File: src/design/rpa_ram.sv
`timescale 1ns / 1ps
// Generic simple dual-port RAM: one write port, one registered read port.
// Standalone; no package dependency.
module rpa_ram #(
	parameter int unsigned WIDTH = 8,
	parameter int unsigned DEPTH = 16
) (
	input  logic                     clk,
	input  logic                     we,
	input  logic [$clog2(DEPTH)-1:0] waddr,
	input  logic [WIDTH-1:0]         wdata,
	input  logic                     re,
	input  logic [$clog2(DEPTH)-1:0] raddr,
	output logic [WIDTH-1:0]         rdata
);

	logic [WIDTH-1:0] mem [DEPTH];

	// Write and registered read
	always_ff @(posedge clk) begin
		if (we) begin
			mem[waddr] <= wdata;
		end
		if (re) begin
			rdata <= mem[raddr];
		end
	end

endmodule

File: config.mk
export PLATFORM = sky130hd
export DESIGN_NAME = rpa_ram
export DESIGN_NICKNAME = d
export VERILOG_FILES = /design/src/design/rpa_ram.sv
export SDC_FILE = /design/constraint.sdc
export NUM_CORES = 1
export LEC_CHECK = 0
export ABC_AREA = 1
export BUFFER_PORTS_ARGS = -buffer_cell sky130_fd_sc_hd__buf_2
export CORE_AREA = 2 2 156 158
export DETAILED_ROUTE_END_ITERATION = 12
export DIE_AREA = 0 0 158 160
export GPL_TIMING_DRIVEN = 0
export SYNTH_ARGS = -nofsm -noshare
export SYNTH_HDL_FRONTEND = slang
export SYNTH_SLANG_ARGS = --single-unit
File: constraint.sdc
create_clock -name clk -period 1.79 [get_ports clk]
set_input_delay 0.0895 -clock clk [delete_from_list [all_inputs] [get_ports clk]]
set_output_delay 0.0895 -clock clk [all_outputs]
set_load 0.05 [all_outputs]
; ---- After elaboration in Yosys (flattened, before gate mapping)
; Memory sizes are Yosys's and may differ from the RTL's. A register that Yosys moved wholly into a read port is not among the register bits.
; Index checks and enable logic that the tools add are counted.
[totals]
regBits = 0
mem_count = 1
ramBits = 128
output_inout_bits = 8
wordCells = 3
inputBits = 19
[memory_table]
columns = name, words, width, rd, rd_ports_with_merged_regs, write_ports, line_no
row1 = mem, 16, 8, 1, 1, 1, 17  ; logic [WIDTH-1:0] mem [DEPTH];
[classes]
mux = 2
[op_table]
columns = operator, n
row1 = $mux W1, 2

; ---- Logic depth before layout (Yosys ltp)
[depth]
word_depth = 2
ltp_mapped = 8
depth_no_buf = 7

; ---- Worst setup path after synthesis
; Ideal clock, no wire load.
[synth_timing]
path_type = input port to flip-flop
startpoint = in waddr[2]
endpoint = mem mem[10][0] (enable)
arrival_ps = 670
cell_stages = 2
required_ps = 1420
setup_time_ps = 370
n_path_buf = 0
path_slack_ps = 750
path_cell_list = nand3b_1 nor2_1
[synth_lines]
columns = element, line_no
row1 = start: declaration, 10  ; input logic [$clog2(DEPTH)-1:0] waddr,
row2 = end: declaration, 17
; Straight into the memory's write port.

; ---- Worst setup path in the final report
[layout_timing]
startpoint = in waddr[3]
endpoint = mem mem[4][6] (enable)
; Straight into the memory's write port.

==> impl_metrics.tcl <==
set metrics [dict create \
    outcome "completed" \
    min_path_type "primary input to flip-flop" \
    netlist_top_cells_area "sky130_fd_sc_hd__edfxtp_1, sky130_fd_sc_hd__nand2_1, sky130_fd_sc_hd__nand3_1" \
    clkSinkCount 136 \
    postSynthNetCount 570 \
    worstSetupStartpointType "primary input" \
    layout.nets 613 \
    fin_setup_tns_ns 0 \
    synth_cells 551 \
    grtUsageTotal 0.121 \
    detailed_place_hpwl_um 9420 \
    sequential_cell_area_um2 4080 \
    initial_cell_density_of_the_core 0.245 \
    post_synth.cell_area_avg_um2 10.6 \
    placement.io_buffers 23 \
    yosys_warnings 0 \
    post-cts-setup-buffers 0 \
    cts.path.max_buffers 2 \
    multiInputGateArea_um2 1210 \
    unrepaired_setup_endpoints_after_global_routing "no" \
    ys_seq_elements 136 \
    rrSetupSlack_ns 0.59 \
    remaining_drc_errors 0 \
    wire_per_inst_um 15.5 \
    power.leakage_uw 0.00292 \
    setup-violations-final 0 \
    antenna_violating_nets_post_route 0 \
    placementRows 57 \
    synth_edf_count 136 \
    timing_worst_slew_pin_value_ns 1.09 \
    synth.most_common_cell "sky130_fd_sc_hd__nand2_1" \
    seq_area_frac_synth 0.698 \
    cts_made_buffers 17 \
    io_pins 27 \
    hold_slack_ns 0.0718 \
    viasPerCell 4.09 \
    worst-endpoint-required_ns 1.83 \
    end_kind "flip-flop" \
    fmaxAchievable_mhz 834 \
    place_inst 898 \
    antenna_cells 0 \
    filler_cell_count 2446 \
    synth_area_um2 5850 \
    report.final.slew_viol_count 0 \
    synth_flop_cell "sky130_fd_sc_hd__edfxtp_1" \
    portion_of_the_clock_cycle_consumed_by_the_worst_path_in_the_final_layout 0.670 \
    async_reset_ff_frac 0 \
    cts-htree-levels 4 \
    synth.cells.most_frequent "sky130_fd_sc_hd__nand2_1, sky130_fd_sc_hd__edfxtp_1, sky130_fd_sc_hd__inv_1" \
    die_w_um 158 \
    flow.area_growth_from_synthesis_pct 19.3 \
    place_worst_setup_slack_ns 0.0746 \
    total_number_of_vias 3805 \
    grt_pass1_wl_um 21600 \
    timing.critical_path.fanout_max 8 \
    firstDrtPassIters 5 \
    route.final.wire_length_um 14400 \
    grt_overflow 0 \
    height_of_the_die_um 160 \
    placer_congestion_estimate 0.851 \
    min_period_ns 1.20 \
    core_um2 23800 \
    grt_antenna_before_repair 0 \
    max-cap-violations 0 \
    clk_latency_ns 0.42 \
    setup.worst_path.class "primary input to flip-flop" \
    die-area_um2 25300 \
    skew_ns 0.00893 \
    synth.top_cell.area_share 0.698 \
    initialDrtViolationCount 411 \
    synth_top_area_cell "sky130_fd_sc_hd__edfxtp_1" \
    postLayoutSetupSlackWorst_ns 0.591 \
    synth_cell_type_count 11 \
    grt_pass1_vias 3549 \
    post_layout_nonfiller_instances 930 \
    power_density_normalized_to_cell_area_nw_per_um2 1100 \
    final_hold_viol_count 0 \
    grt_max_degree 17 \
    cp_data_arrival_time_ns 1.24 \
    worst_slew_margin_rel 0.270 \
    worst_ir_drop_vdd_mv 0.529 \
    root_buffer "sky130_fd_sc_hd__clkbuf_16" \
    tritoncts "built" \
    path_clk_slew_ns 0.06 \
    final_layout_size_suffix_gt1_frac 0.129 \
]
## path summary, 6_finish.rpt
check                   from        end  cells past startpoint
setup / recovery    waddr[3]  mem[4][6]                      3
hold / removal      wdata[2]  mem[5][2]                      1
setup reg to reg  mem[14][0]   rdata[0]                      6
hold reg to reg   mem[12][5]   rdata[5]                      6
## critical path, cell delays in order
cell and delay (ns):
sky130_fd_sc_hd__buf_2 0.12, sky130_fd_sc_hd__nand3b_1 0.23, sky130_fd_sc_hd__nor2_1 0.80
## report_power, final
part           switching (µW)  total, µW  internal [µW]  leakage (µW)
Combinational             385        521            135       0.00139
Sequential               14.9       3600           3590       0.00124
Clock                    1390       3580           2190      0.000285
## logic make-up after synthesis
logic type / synth area share
buf+inv: 0.0939
flops: 0.698
simple gates: 0.208
## state kept, by name, indices dropped and copies added, names as in the netlist
register and flops:
mem 128, rdata 8
## cell usage in the layout, fill, tap and decap left out, types with 2 or more instances in the layout
cell type and count:
sky130_fd_sc_hd__bufinv_16 3, sky130_fd_sc_hd__clkinv_2 2, sky130_fd_sc_hd__inv_1 100, sky130_fd_sc_hd__nand3b_1 2
sky130_fd_sc_hd__clkinvlp_4 3, sky130_fd_sc_hd__nor2_1 17, sky130_fd_sc_hd__buf_4 4, sky130_fd_sc_hd__clkbuf_16 17
sky130_fd_sc_hd__edfxtp_1 136, sky130_fd_sc_hd__nand2_1 173, sky130_fd_sc_hd__inv_6 3, sky130_fd_sc_hd__nand3_1 97
sky130_fd_sc_hd__buf_6 6, sky130_fd_sc_hd__buf_2 36, sky130_fd_sc_hd__inv_2 2
## metal layers
metal | part of all wire | global-route usage | vias to the layer above
met4 | 0.017 | 0.0377 | 0
met1 | 0.47 | 0.173 | 1767
met2 | 0.43 | 0.171 | 145
met3 | 0.079 | 0.0437 | 27
met5 | 0 | 0 | -
li1 | - | - | 1866
## layout make-up
cell class,count,share of cell area
Tap cell,324,0.0581
Sequential cell,136,0.585
Clock buffer,17,0.0610
Clock inverter,14,0.0248
Buffer,24,0.0239
Timing Repair Buffer,24,0.0179
Multi-Input combinational cell,289,0.174
Inverter,102,0.0549
## per-stage QoR
| stage | instance area, µm² | util | total power [µW] |
|---|---|---|---|
| final | 6980 | 0.293 | 7700 |
| after CTS | 6980 | 0.293 | 7720 |
| after floorplan | 5850 | - | 3980 |
| after detailed placement | 6370 | 0.267 | 4190 |
| after global placement | 6370 | 0.267 | 4180 |
| after global routing | 6980 | 0.293 | 7940 |
## timing repair
item / in CTS / in global routing
endpoints found under the hold margin: 5 / 0
setup endpoints to repair: 0 / 0
resized for setup: 0 / 0
hold buffers: 1 / 0
(Power assumes the default switching activity.)
